File: src/rtl/core/rgbc_pkg.sv
// ----------------------------------------------------------------------------
// rgbc_pkg
// Shared types and constants of the RGB 3x3 convolution block.
// ----------------------------------------------------------------------------
package rgbc_pkg;

    localparam int MAX_WIDTH_DEF   = 1024;
    localparam int MAX_HEIGHT_DEF  = 1024;
    localparam int WEIGHT_BITS_DEF = 16;

    localparam int PIX_W     = 8;
    localparam int CH_NUM    = 3;
    localparam int RGB_W     = PIX_W * CH_NUM;
    localparam int SIZE_W    = 11;
    localparam int WREG_W    = 48;
    localparam int FIELD_W   = 16;
    localparam int CFG_IDX_W = 3;
    localparam int PIX_MAX   = 255;
    localparam int KERNEL_N  = 3;

    localparam logic [SIZE_W-1:0] SIZE_RESET    = SIZE_W'(1024);
    localparam logic [WREG_W-1:0] WEIGHT_RESET  = WREG_W'(0);
    localparam logic [WREG_W-1:0] WMID_RESET    = WREG_W'(268435456);

    typedef enum logic [CFG_IDX_W-1:0] {
        REG_IMAGE_WIDTH  = 3'd0,
        REG_IMAGE_HEIGHT = 3'd1,
        REG_WEIGHTS_TOP  = 3'd2,
        REG_WEIGHTS_MID  = 3'd3,
        REG_WEIGHTS_BOT  = 3'd4
    } cfg_index_t;

    typedef enum logic {
        OP_PIXEL = 1'b0,
        OP_FLUSH = 1'b1
    } opcode_t;

    typedef logic [RGB_W-1:0] rgb_t;

    // [row][column], column 2 is the newest
    typedef logic [KERNEL_N-1:0][KERNEL_N-1:0][RGB_W-1:0] window_t;

    typedef struct packed {
        logic wr;
        logic bot_zero;
        logic produce;
        logic mask_top;
        logic mask_bot;
        logic mask_left;
        logic mask_right;
        logic eof;
    } step_ctrl_t;

endpackage

File: src/rtl/core/rgbc_ctrl.sv
// ----------------------------------------------------------------------------
// rgbc_ctrl
// Frame counters, size registers and per-word step decode.
// ----------------------------------------------------------------------------
module rgbc_ctrl #(
    parameter int MAX_WIDTH  = rgbc_pkg::MAX_WIDTH_DEF,
    parameter int MAX_HEIGHT = rgbc_pkg::MAX_HEIGHT_DEF
) (
    input  logic                             clk,
    input  logic                             rst_n,
    input  logic                             wr_en,
    input  logic [rgbc_pkg::CFG_IDX_W-1:0]   wr_index,
    input  logic [rgbc_pkg::SIZE_W-1:0]      wr_size,
    input  logic                             take,
    input  logic                             opcode,
    output logic                             drop,
    output logic [$clog2(MAX_WIDTH)-1:0]     addr,
    output rgbc_pkg::step_ctrl_t             ctrl
);
    import rgbc_pkg::*;

    localparam int AW = $clog2(MAX_WIDTH);
    localparam int RW = $clog2(MAX_HEIGHT);
    localparam int XW = AW + 1;
    localparam int HX = RW + 1;
    localparam int FW = $clog2(MAX_WIDTH + 2);

    logic [SIZE_W-1:0] width_reg, width_next;
    logic [SIZE_W-1:0] height_reg, height_next;
    logic [AW-1:0]     in_col_reg, in_col_next;
    logic [RW-1:0]     in_row_reg, in_row_next;
    logic [AW-1:0]     out_col_reg, out_col_next;
    logic [RW-1:0]     out_row_reg, out_row_next;
    logic              done_reg, done_next;
    logic [FW-1:0]     fill_reg, fill_next;

    logic [XW-1:0]     w_eff;
    logic [HX-1:0]     h_eff;
    logic [AW-1:0]     col;
    logic              col_last;
    logic              in_row_last;
    logic              out_col_last;
    logic              out_row_last;
    logic              produce;

    always_comb
    begin
        if (width_reg == '0)
            w_eff = XW'(1);
        else if (32'(width_reg) > MAX_WIDTH)
            w_eff = XW'(MAX_WIDTH);
        else
            w_eff = XW'(width_reg);

        if (height_reg == '0)
            h_eff = HX'(1);
        else if (32'(height_reg) > MAX_HEIGHT)
            h_eff = HX'(MAX_HEIGHT);
        else
            h_eff = HX'(height_reg);

        col          = (XW'(in_col_reg) < w_eff) ? in_col_reg : '0;
        col_last     = (XW'(col) + XW'(1)) >= w_eff;
        in_row_last  = (HX'(in_row_reg) + HX'(1)) >= h_eff;
        out_col_last = (XW'(out_col_reg) + XW'(1)) >= w_eff;
        out_row_last = (HX'(out_row_reg) + HX'(1)) >= h_eff;
        produce      = fill_reg > FW'(w_eff);

        drop = ((opcode == OP_FLUSH) && !done_reg) || (done_reg && (fill_reg == '0));
        addr = col;

        ctrl.wr         = !done_reg;
        ctrl.bot_zero   = done_reg;
        ctrl.produce    = produce;
        ctrl.mask_top   = (out_row_reg == '0);
        ctrl.mask_bot   = out_row_last;
        ctrl.mask_left  = (out_col_reg == '0);
        ctrl.mask_right = out_col_last;
        ctrl.eof        = out_row_last && out_col_last;
    end

    always_comb
    begin
        width_next   = width_reg;
        height_next  = height_reg;
        in_col_next  = in_col_reg;
        in_row_next  = in_row_reg;
        out_col_next = out_col_reg;
        out_row_next = out_row_reg;
        done_next    = done_reg;
        fill_next    = fill_reg;

        if (wr_en)
        begin
            case (wr_index)
                REG_IMAGE_WIDTH,
                REG_IMAGE_HEIGHT:
                begin
                    if (wr_index == REG_IMAGE_WIDTH)
                        width_next = wr_size;
                    else
                        height_next = wr_size;
                    in_col_next  = '0;
                    in_row_next  = '0;
                    out_col_next = '0;
                    out_row_next = '0;
                    done_next    = 1'b0;
                    fill_next    = '0;
                end
                default:
                begin
                end
            endcase
        end
        else if (take && !drop)
        begin
            if (col_last)
            begin
                in_col_next = '0;
                if (!done_reg)
                begin
                    if (in_row_last)
                    begin
                        done_next   = 1'b1;
                        in_row_next = '0;
                    end
                    else
                    begin
                        in_row_next = in_row_reg + RW'(1);
                    end
                end
            end
            else
            begin
                in_col_next = col + AW'(1);
            end

            if (!produce)
            begin
                fill_next = fill_reg + FW'(1);
            end
            else if (out_row_last && out_col_last)
            begin
                in_col_next  = '0;
                in_row_next  = '0;
                out_col_next = '0;
                out_row_next = '0;
                fill_next    = '0;
            end
            else if (out_col_last)
            begin
                out_col_next = '0;
                out_row_next = out_row_reg + RW'(1);
            end
            else
            begin
                out_col_next = out_col_reg + AW'(1);
            end
        end
    end

    always_ff @(posedge clk or negedge rst_n)
    begin
        if (!rst_n)
        begin
            width_reg   <= SIZE_RESET;
            height_reg  <= SIZE_RESET;
            in_col_reg  <= '0;
            in_row_reg  <= '0;
            out_col_reg <= '0;
            out_row_reg <= '0;
            done_reg    <= 1'b0;
            fill_reg    <= '0;
        end
        else
        begin
            width_reg   <= width_next;
            height_reg  <= height_next;
            in_col_reg  <= in_col_next;
            in_row_reg  <= in_row_next;
            out_col_reg <= out_col_next;
            out_row_reg <= out_row_next;
            done_reg    <= done_next;
            fill_reg    <= fill_next;
        end
    end

endmodule

File: config.mk
export PLATFORM = sky130hd
export DESIGN_NAME = rgbc_ctrl
export DESIGN_NICKNAME = d
export VERILOG_FILES = /design/src/rtl/core/rgbc_pkg.sv /design/src/rtl/core/rgbc_ctrl.sv
export SDC_FILE = /design/constraint.sdc
export NUM_CORES = 1
export LEC_CHECK = 0
export ABC_AREA = 1
export BUFFER_PORTS_ARGS = -buffer_cell sky130_fd_sc_hd__buf_2
export CORE_ASPECT_RATIO = 0.5
export CORE_MARGIN = 2
export CORE_UTILIZATION = 50
export DETAILED_ROUTE_END_ITERATION = 8
export GPL_ROUTABILITY_DRIVEN = 0
export PLACE_DENSITY = 0.7
export SKIP_LAST_GASP = 1
export SLEW_MARGIN = 20
export SYNTH_ARGS = -nofsm -noshare
export SYNTH_HDL_FRONTEND = slang
export SYNTH_SLANG_ARGS = --single-unit
File: constraint.sdc
create_clock -name clk -period 4.9 [get_ports clk]
set_clock_uncertainty 0.1 [all_clocks]
set_input_delay 0.98 -clock clk [delete_from_list [all_inputs] [get_ports clk]]
set_output_delay 0.98 -clock clk [all_outputs]
set_load 0.01 [all_outputs]
# Word-level counts from Yosys, hierarchy flattened

Index checks and enable logic that the tools add are counted.

Add/sub/neg operators: 9
$lt $le $gt $ge: 8
Equal/unequal tests: 3
Muxes and demuxes: 39
Bitwise gates (word level): 1
Reductions and logical operators: 25

Operators by type and width:

| operator                | count |
|---|---|
| $mux W10                | 24 |
| $mux W11                | 9 |
| $add A10 B1 Y11 const B | 4 |
| $ge A11 B11 Y1          | 4 |
| $add A10 B1 Y10 const B | 4 |
| $logic_not A11 Y1       | 3 |
| $gt A11 B11 Y1 const B  | 2 |
| $logic_not A10 Y1       | 2 |
| $reduce_and A3 Y1       | 5 |
| $add A11 B1 Y11 const B | 1 |
| $gt A11 B11 Y1          | 1 |
| $lt A10 B11 Y1          | 1 |
| $mux W1                 | 6 |
| $reduce_bool A2 Y1      | 3 |
| $logic_and A1 B1 Y1     | 4 |
| $reduce_and A4 Y1       | 1 |
| $eq A3 B1 Y1 const B    | 1 |
| $logic_not A3 Y1        | 1 |
| $ne A3 B3 Y1 const B    | 1 |
| $reduce_bool A3 Y1      | 1 |
| $logic_not A1 Y1        | 2 |
| $ne A2 B1 Y1 const B    | 1 |
| $reduce_and A2 Y1       | 1 |
| $reduce_or A2 Y1        | 1 |
| other kinds (2)         | 2 |

Register bits after elaboration: 74
Bits of input ports: 19
Output and inout bits: 19
Word-level logic and storage cells: 93

# Longest topological paths before layout

Gate-level depths: netlist (run 1).

Depth after elaboration: 12
Mapped depth: 31

# Worst setup path before layout (run 1)

OpenSTA, ideal clock, no wires.

Path kind: register -> register
Start point: reg width_reg[2]
End point: reg in_row_reg[0]
Setup time: 0.125 ns
Arrival: 4.263 ns
Path slack: 0.412 ns
Stages on the path, launching flop included: 28
Period minus slack after synthesis: 4.488 ns
Path through: dfrtp_1 -> nor2_4 -> nand3_2 -> o21bai_4 -> nand2_1 -> ha_1 -> a21oi_1 -> o21ai_0 -> a21oi_2 -> nand2_8 -> nor2_1 -> ha_1 -> nand2_4 -> nor2_8 -> nand3_2 -> nand2_1 -> inv_1 -> ha_1 -> a21oi_1 -> nor2_1 -> a211oi_1 -> nand3_1 -> a31oi_1 -> inv_1 -> nand3_1 -> nor2_1 -> nor2_1 -> a21oi_1

Cells in the longest elaborated chain, start to end: 12
Elaborated cells between the ends (all ways): 16
Those cells by class: 1 x add/sub; 5 x order compare; 8 x mux; 2 x reduce/logical

RTL lines:

| what                     | RTL line         | RTL |
|---|---|---|
| start: declaration       | rgbc_ctrl.sv:28  | `logic [SIZE_W-1:0] width_reg, width_next;` |
| start signal: assignment | rgbc_ctrl.sv:177 | `width_reg <= width_next;` |
| $gt A11 B11 Y1           | rgbc_ctrl.sv:50  | `else if (32'(width_reg) > MAX_WIDTH)` |
| $mux W11                 | rgbc_ctrl.sv:50  |  |
| $mux W11 *               | rgbc_ctrl.sv:48  | `if (width_reg == '0)` |
| $lt A10 B11 Y1 *         | rgbc_ctrl.sv:62  | `col = (XW'(in_col_reg) < w_eff) ? in_col_reg : '0;` |
| $mux W10 *               | rgbc_ctrl.sv:62  |  |
| net addr[0]              | rgbc_ctrl.sv:17  | `output logic [$clog2(MAX_WIDTH)-1:0] addr,` |
| $add A10 B1 Y11 *        | rgbc_ctrl.sv:63  | `col_last = (XW'(col) + XW'(1)) >= w_eff;` |
| $ge A11 B11 Y1 *         | rgbc_ctrl.sv:63  |  |
| $mux W10 *               | rgbc_ctrl.sv:117 | `if (col_last)` |
| $mux W10                 | rgbc_ctrl.sv:142 | `else if (out_row_last && out_col_last)` |
| $mux W10 *               | rgbc_ctrl.sv:138 | `if (!produce)` |
| $mux W10 *               | rgbc_ctrl.sv:115 | `else if (take && !drop)` |
| $mux W10 *               | rgbc_ctrl.sv:93  | `if (wr_en)` |
| end signal: assignment   | rgbc_ctrl.sv:180 | `in_row_reg <= in_row_next;` |
| end: declaration         | rgbc_ctrl.sv:31  | `logic [RW-1:0] in_row_reg, in_row_next;` |

Mark *: on every way through the listed nets, which the timed path passes. The rest lies on a longest branch. The select of a mux whose other input is x is not followed.
A chain may end at the register's enable or synchronous reset.

# Worst setup path in the final report (run 1)

Start point: reg width_reg[4]
End point: reg in_row_reg[1]

Cells in the longest elaborated chain, start to end: 12
Elaborated cells between the ends (all ways): 16
Those cells by class: 1 x add/sub; 5 x order compare; 8 x mux; 2 x reduce/logical

RTL lines:

| what            | RTL line |
|---|---|
| $gt A11 B11 Y1  | rgbc_ctrl.sv:50 |
| $mux W11        | rgbc_ctrl.sv:50 |
| $mux W11 *      | rgbc_ctrl.sv:48 |
| $lt A10 B11 Y1  | rgbc_ctrl.sv:62 |
| $mux W10        | rgbc_ctrl.sv:62 |
| $add A10 B1 Y11 | rgbc_ctrl.sv:63 |
| $ge A11 B11 Y1  | rgbc_ctrl.sv:63 |
| $mux W10        | rgbc_ctrl.sv:117 |
| $mux W10        | rgbc_ctrl.sv:142 |
| $mux W10 *      | rgbc_ctrl.sv:138 |
| $mux W10 *      | rgbc_ctrl.sv:115 |
| $mux W10 *      | rgbc_ctrl.sv:93 |

Every way passes the cells marked *; elsewhere a longest branch is shown, timed or not. The select of a mux whose other input is x is not followed.

==> metrics.md, run 1 <==
| Metric | Value |
|---|---|
| Status | `finished clean` |
| Routed Wire Length | `14,500 µm` |
| Clk root buf | `clkbuf_16` |
| Final Cycle Share | `0.919` |
| Max_cap viols | `0` |
| Sequential power share | `0.307` |
| Hold_buf cts | `0` |
| Slowest CP cell | `dfrtp_1` |
| Switching Share | `0.435` |
| Ys flop type | `dfrtp_1` |
| Clk pwr share | `0.231` |
| Final TNS setup | `0 ns` |
| Dpl hpwl | `11,200 µm` |
| CP Launch Type | `register` |
| Synth warn | `0` |
| Most used cell, CP | `nand2_1` |
| Pleak | `3.43 nW` |
| Pre-CTS setup slack | `0.0727 ns` |
| Sequential area share after synthesis | `0.316` |
| Reg clk slew, reported paths | `0.06 ns` |
| Yosys top cell area share | `0.307` |
| Unrepaired setup endpoints after global routing | `no` |
| Number of top-level pins | `38` |
| Largest net degree at the start of global routing | `75` |
| CP Class | `register to register` |
| Remaining antenna violation count | `0` |
| FF+latch area | `1850 µm²` |
| Die width | `157 µm` |
| Worst slew margin | `0.354` |
| DP Cell Count | `948` |
| Vias in the first global route | `4,890` |
| CTS tree | `done` |
| Highest Clock Rate | `0.222 GHz` |
| Row count | `27` |
| GR Overflow Total | `0` |
| H-tree depth | `3` |
| Fin. Hold Viols | `0` |
| Wire per inst | `15.0 µm` |
| Syn avg cell area | `7.75 µm²` |
| DP Area | `6240 µm²` |
| Final Max Tran Viols | `0` |
| Most numerous cell in the Yosys netlist | `nand2_1` |
| Clock Path Buffers | `2` |
| Final min period | `4.50 ns` |
| Multi-input logic area | `3640 µm²` |
| Cell Area, Synth | `5860 µm²` |
| Distinct cells, synth | `43` |
| Design Power | `2.78 mW` |
| Switching power of the nets | `1.21 mW` |
| CP arrival | `4.69 ns` |
| Yosys reg bits | `74` |
| Vias per cell | `5.44` |
| Top post-synthesis cells by area | `dfrtp_1 (31%), ha_1 (15%), nand2_1 (11%)` |
| P per Cell Area | `420 nW/µm²` |
| Most frequent cells after synthesis | `nand2_1 (179), inv_1 (92), dfrtp_1 (72), ha_1 (72), o21ai_0 (51)` |
| Remaining design rule violation count | `0` |
| Placeable Area | `11,200 µm²` |
| Post-synth EDFFs | `0` |
| Critical path's largest stage delay | `0.40 ns` |
| Fill count | `1,076` |
| Worst slew pin tran | `0.965 ns` |
| Combinational Power Share | `0.462` |
| Drt initial violations | `428` |
| TritonCTS Sinks | `74` |
| Ant. Diodes | `0` |
| Setup violators final | `0` |
| CP Capture Type | `register` |
| Clk_lat worst skew | `0.35 ns` |
| GR Util All Layers | `0.246` |
| Vias post-DR | `5,274` |
| # nets final | `896` |
| Die height | `80.6 µm` |
| Final Non-Filler Cells | `969` |
| WP data required | `5.09 ns` |
| TritonRoute pass-1 iters | `5` |
| Total Die Area | `12,700 µm²` |
| Initial antenna violation count | `0` |
| Cell internal pwr | `1.57 mW` |
| Maximum vdd drop | `191 µV` |
| TritonCTS Buffers | `9` |
| Syn_nets | `847` |
| Fin area | `6620 µm²` |
| Starting density of the core | `0.523` |
| Final WS setup | `0.396 ns` |
| Mapped Cells | `756` |
| First-pass GRT wire length | `23,800 µm` |
| Fraction of registers with async set/reset | `1.00` |
| Crit Path Max Fanout | `8` |
| Count of buffers from port buffering | `37` |
| Post-synth top area cell | `dfrtp_1` |
| Hold Crit Class | `register to register` |
| Area growth syn-to-layout | `12.9%` |
| Layout cell share with drive strength beyond 1 | `0.156` |
## repair_timing
| item | in CTS | in global routing |
|---|---|---|
| buffers inserted | 0 | 5 |
| endpoints found under the setup margin | 0 | 21 |
| gates resized for setup | 0 | 20 |
## logic make-up (layout without fill, tap and decap cells)
group,count (synthesis),after routing,share of synthesized area
multiplexers,17,17,0.0327
buffers and inverters,108,162,0.0732
adder cells (fa/ha/maj),72,72,0.154
AO/OA/AOI/OAI,108,108,0.102
AND/OR/NAND/NOR,348,348,0.279
flip-flops,74,74,0.316
XOR/XNOR,29,29,0.0433
## stage by stage
step                      utilization  hold WS (ns)
after global placement          0.557         0.414
after CTS                       0.581         0.443
final                           0.590         0.438
after global routing            0.590         0.474
after floorplan                     -         0.377
after detailed placement        0.557         0.421
## metal layers
| layer | up-vias | GRT usage | part of all wire |
|---|---|---|---|
| li1 | 2631 | - | - |
| met1 | 2486 | 0.350 | 0.49 |
| met2 | 132 | 0.379 | 0.43 |
| met3 | 25 | 0.0486 | 0.060 |
| met4 | 0 | 0.0736 | 0.015 |
| met5 | - | 0 | 0 |
## path summary, 6_finish.rpt
check / from / endpoint / slack, ns / depth (start not counted)
max: width_reg[4] / in_row_reg[1] / 0.40 / 31
max in group asynchronous: rst_n / out_col_reg[7] / 3.40 / 1
min reg2reg: in_row_reg[6] / in_row_reg[6] / 0.44 / 2
max reg2reg: width_reg[4] / in_row_reg[1] / 0.40 / 31
min in group asynchronous: rst_n / out_row_reg[7] / 0.67 / 1
min: in_row_reg[6] / in_row_reg[6] / 0.44 / 2
## worst max-delay path, delay by kind of cell (launching register included)
family / cells / cell delay (ns)
DFF: 1 / 0.40
AOI/OAI and AO/OA: 5 / 0.86
and+or+nand+nor: 19 / 1.85
buffers and inverters: 4 / 0.39
adders and majority gates: 3 / 0.83
## power by group through the flow
stage | Combinational (mW) | Sequential [mW] | Clock [mW]
floorplan | 0.921 | 0.830 | 0
finish | 1.28 | 0.852 | 0.642
global route | 1.46 | 0.869 | 0.670
global placement | 1.21 | 0.857 | 0
CTS | 1.24 | 0.850 | 0.648
detailed placement | 1.23 | 0.859 | 0
## final cells by class
type | count | area share
clock buffers | 9 | 0.0340
inverters | 95 | 0.0539
well taps | 159 | 0.0301
flip-flops and latches | 74 | 0.280
multi-input cells | 574 | 0.550
repair buffers | 51 | 0.0442
clock inverters | 7 | 0.00794
## layout by cell type (no fill, tap or decap), types with 3 or more instances in the layout
master / instances
a21oi_1: 31
mux2_2: 17
o21ai_1: 5
dfrtp_1: 72
o21ai_0: 49
nor2_4: 5
ha_1: 71
nand2_4: 3
and2_1: 4
nor3_1: 12
nor2_2: 8
nand2_1: 179
clkbuf_16: 9
o22ai_1: 11
nand3_1: 47
buf_2: 36
xor2_1: 25
xnor2_1: 4
inv_1: 89
nand4_1: 19
nor4_1: 9
inv_2: 4
nor2_1: 44
nand3_2: 4
buf_4: 15
Power figures use the tool's default switching activity.
==> run 2: changes to the inputs <==
Clock period 4.9 ns to 4.5 ns, I/O delays scaled along.
==> run 2 against run 1 <==
The flow now finishes with violations (negative setup slack). Cell count rose by 2.1%. Sequential power increased by 11%. First-iteration DRC count is 32% lower. Fmax hardly changed. Worst setup slack got worse by 0.40 ns. Global-route usage up 0.50 points. Critical path depth shrank 1. Largest power group unchanged.
==> metrics.md, run 2 (same netlist as run 1, synthesis figures left out) <==
| Metric | Value |
|---|---|
| CP arrival | `4.67 ns (was 4.69 ns)` |
| CTS tree | `done (unchanged)` |
| Row count | `27 (unchanged)` |
| Maximum vdd drop | `247 µV (was 191 µV)` |
| Design Power | `3.34 mW (was 2.78 mW)` |
| Starting density of the core | `0.523 (unchanged)` |
| TritonCTS Sinks | `74 (unchanged)` |
| Commonest non-fill, non-tap cell in the layout | `nand2_1 (unchanged)` |
| Most frequent cells in the layout | `nand2_1 (163), inv_1 (88), dfrtp_1 (70) (was nand2_1 (179), inv_1 (89), dfrtp_1 (72))` |
| Placeable Area | `11,200 µm² (unchanged)` |
| Worst slew pin tran | `0.948 ns (was 0.965 ns)` |
| H-tree depth | `3 (unchanged)` |
| Reg clk slew, reported paths | `0.06 ns (about the same)` |
| Total Die Area | `12,700 µm² (unchanged)` |
| Status | `complete, but fails checks (was finished clean)` |
| Final Cycle Share | `1.00 (was 0.919)` |
| Core Util, Final | `0.638 (was 0.590)` |
| Routed Wire Length | `16,000 µm (was 14,500 µm)` |
| Wire per inst | `16.2 µm (was 15.0 µm)` |
| Hold path startpoint | `in_row_reg[6] (unchanged)` |
| Setup violators final | `1 (was 0)` |
| Largest net degree at the start of global routing | `75 (unchanged)` |
| First-pass GRT wire length | `24,800 µm (was 23,800 µm)` |
| Pleak | `3.57 nW (was 3.43 nW)` |
| Dpl hpwl | `11,400 µm (was 11,200 µm)` |
| TritonRoute pass-1 iters | `5 (unchanged)` |
| Hold Crit Class | `register to register (unchanged)` |
| Area growth syn-to-layout | `22.1% (was 12.9%)` |
| Count of buffers from port buffering | `37 (unchanged)` |
| CP Launch Type | `register (unchanged)` |
| Hold Crit Depth | `2 (unchanged)` |
| Hold_buf cts | `0 (unchanged)` |
| Final TNS setup | `-0.00332 ns (was 0 ns)` |
| P per Cell Area | `467 nW/µm² (was 420 nW/µm²)` |
| GR Overflow Total | `0 (unchanged)` |
| Final WS setup | `-0.00332 ns (was 0.396 ns)` |
| Hold Path Sink | `in_row_reg[6] (unchanged)` |
| CP Class | `register to register (unchanged)` |
| Reg2Reg Setup Slack | `-0.003 ns (was 0.40 ns)` |
| Clk_lat worst skew | `0.34 ns (was 0.35 ns)` |
| Vias in the first global route | `5,045 (was 4,890)` |
| Final Max Tran Viols | `0 (unchanged)` |
| TritonCTS Buffers | `9 (unchanged)` |
| # nets final | `916 (was 896)` |
| Number of top-level pins | `38 (unchanged)` |
| Crit Path Max Fanout | `5 (was 8)` |
| Clock Path Buffers | `2 (unchanged)` |
| Highest Clock Rate | `0.222 GHz (about the same)` |
| Clk root buf | `clkbuf_16 (unchanged)` |
| Final min period | `4.50 ns (about the same)` |
| Vias post-DR | `5,500 (was 5,274)` |
| CP Capture Type | `register (unchanged)` |
| Unrepaired setup endpoints after global routing | `yes (was no)` |
| Worst slew margin | `0.365 (was 0.354)` |
| Fin. Hold Viols | `0 (unchanged)` |
| Remaining antenna violation count | `0 (unchanged)` |
| Max_cap viols | `0 (unchanged)` |
| WP data required | `4.67 ns (was 5.09 ns)` |
| Initial antenna violation count | `0 (unchanged)` |
| Layout cell share with drive strength beyond 1 | `0.231 (was 0.156)` |
| Vias per cell | `5.56 (was 5.44)` |
| Critical path's largest stage delay | `0.41 ns (was 0.40 ns)` |
| Slowest CP cell | `dfrtp_1 (unchanged)` |
| Die height | `80.6 µm (unchanged)` |
| WHS | `0.440 ns (was 0.438 ns)` |
| Drt initial violations | `291 (was 428)` |
| Reg2reg end | `in_row_reg[9] (was in_row_reg[1])` |
| Ant. Diodes | `0 (unchanged)` |
| Remaining design rule violation count | `0 (unchanged)` |
| Die width | `157 µm (unchanged)` |
| GR Util All Layers | `0.251 (was 0.246)` |
| Worst r2r path cells | `30 (was 31)` |
| Worst R2R Start | `width_reg[5] (was width_reg[4])` |
| Failing checks | `negative setup slack` |
[run 2: changes by cell type in the layout (fill, tap and decap cells not counted), sizes merged]
cell	delta
buf	+20
bufinv	+1
clkbuf	+1
clkinv	-1
inv	-1
[run 2: report_power, final]
group	internal, mW	leakage (nW)	switching (mW)
sequential	0.803	0.971	0.142
clock	0.445	0.149	0.300
combinational	0.656	2.45	0.991
[run 2: worst max path at each step]
stage	cells past startpoint	endpoint	start
final	30	in_row_reg[9]	width_reg[5]
after global routing	30	in_row_reg[9]	width_reg[5]
after CTS	28	in_row_reg[1]	width_reg[4]
after detailed placement	28	in_row_reg[8]	width_reg[4]
after global placement	28	in_row_reg[0]	width_reg[1]
after floorplan	27	in_row_reg[0]	width_reg[2]
[run 2: timing repair]
action | 4_1_cts | 5_1_grt
pin swaps | 0 | 31
endpoints found under the setup margin | 19 | 21
setup buffers | 0 | 16
resized for setup | 4 | 87
endpoints found under the hold margin | 0 | 0
cloned | 0 | 0
[run 2: stage by stage]
| stage | instance area [µm²] | setup slack (ns) | instances |
|---|---|---|---|
| 2_1_floorplan | 5860 | 0.0115 | 756 |
| 4_1_cts | 6630 | 0.000668 | 973 |
| 6_report | 7160 | -0.00332 | 989 |
| 5_1_grt | 7160 | -0.235 | 989 |
| 3_5_place_dp | 6310 | -0.128 | 957 |
| 3_3_place_gp | 6310 | 0.0959 | 957 |
[run 2: layout make-up]
cell class / count / area [µm²]
Fill cell: 946 / 4060
Sequential cell: 74 / 1860
Inverter: 95 / 362
Clock inverter: 6 / 65.1
Clock buffer: 10 / 239
Multi-Input combinational cell: 574 / 3960
Tap cell: 159 / 199
Timing Repair Buffer: 71 / 470
[run 2: critical path: cells and delay by family, from the launching register on]
kind / cells / cell delay [ns]
AOI/OAI and AO/OA: 9 / 1.46
adders and majority gates: 3 / 0.60
buffers and inverters: 4 / 0.50
DFF: 1 / 0.41
and+or+nand+nor: 14 / 1.32
[run 2: metal layers]
metal	share of wire	wire length, µm	GRT usage
met4	0.023	373	0.0700
met2	0.45	7230	0.394
met5	0	0	0
met1	0.46	7420	0.355
met3	0.063	1020	0.0475
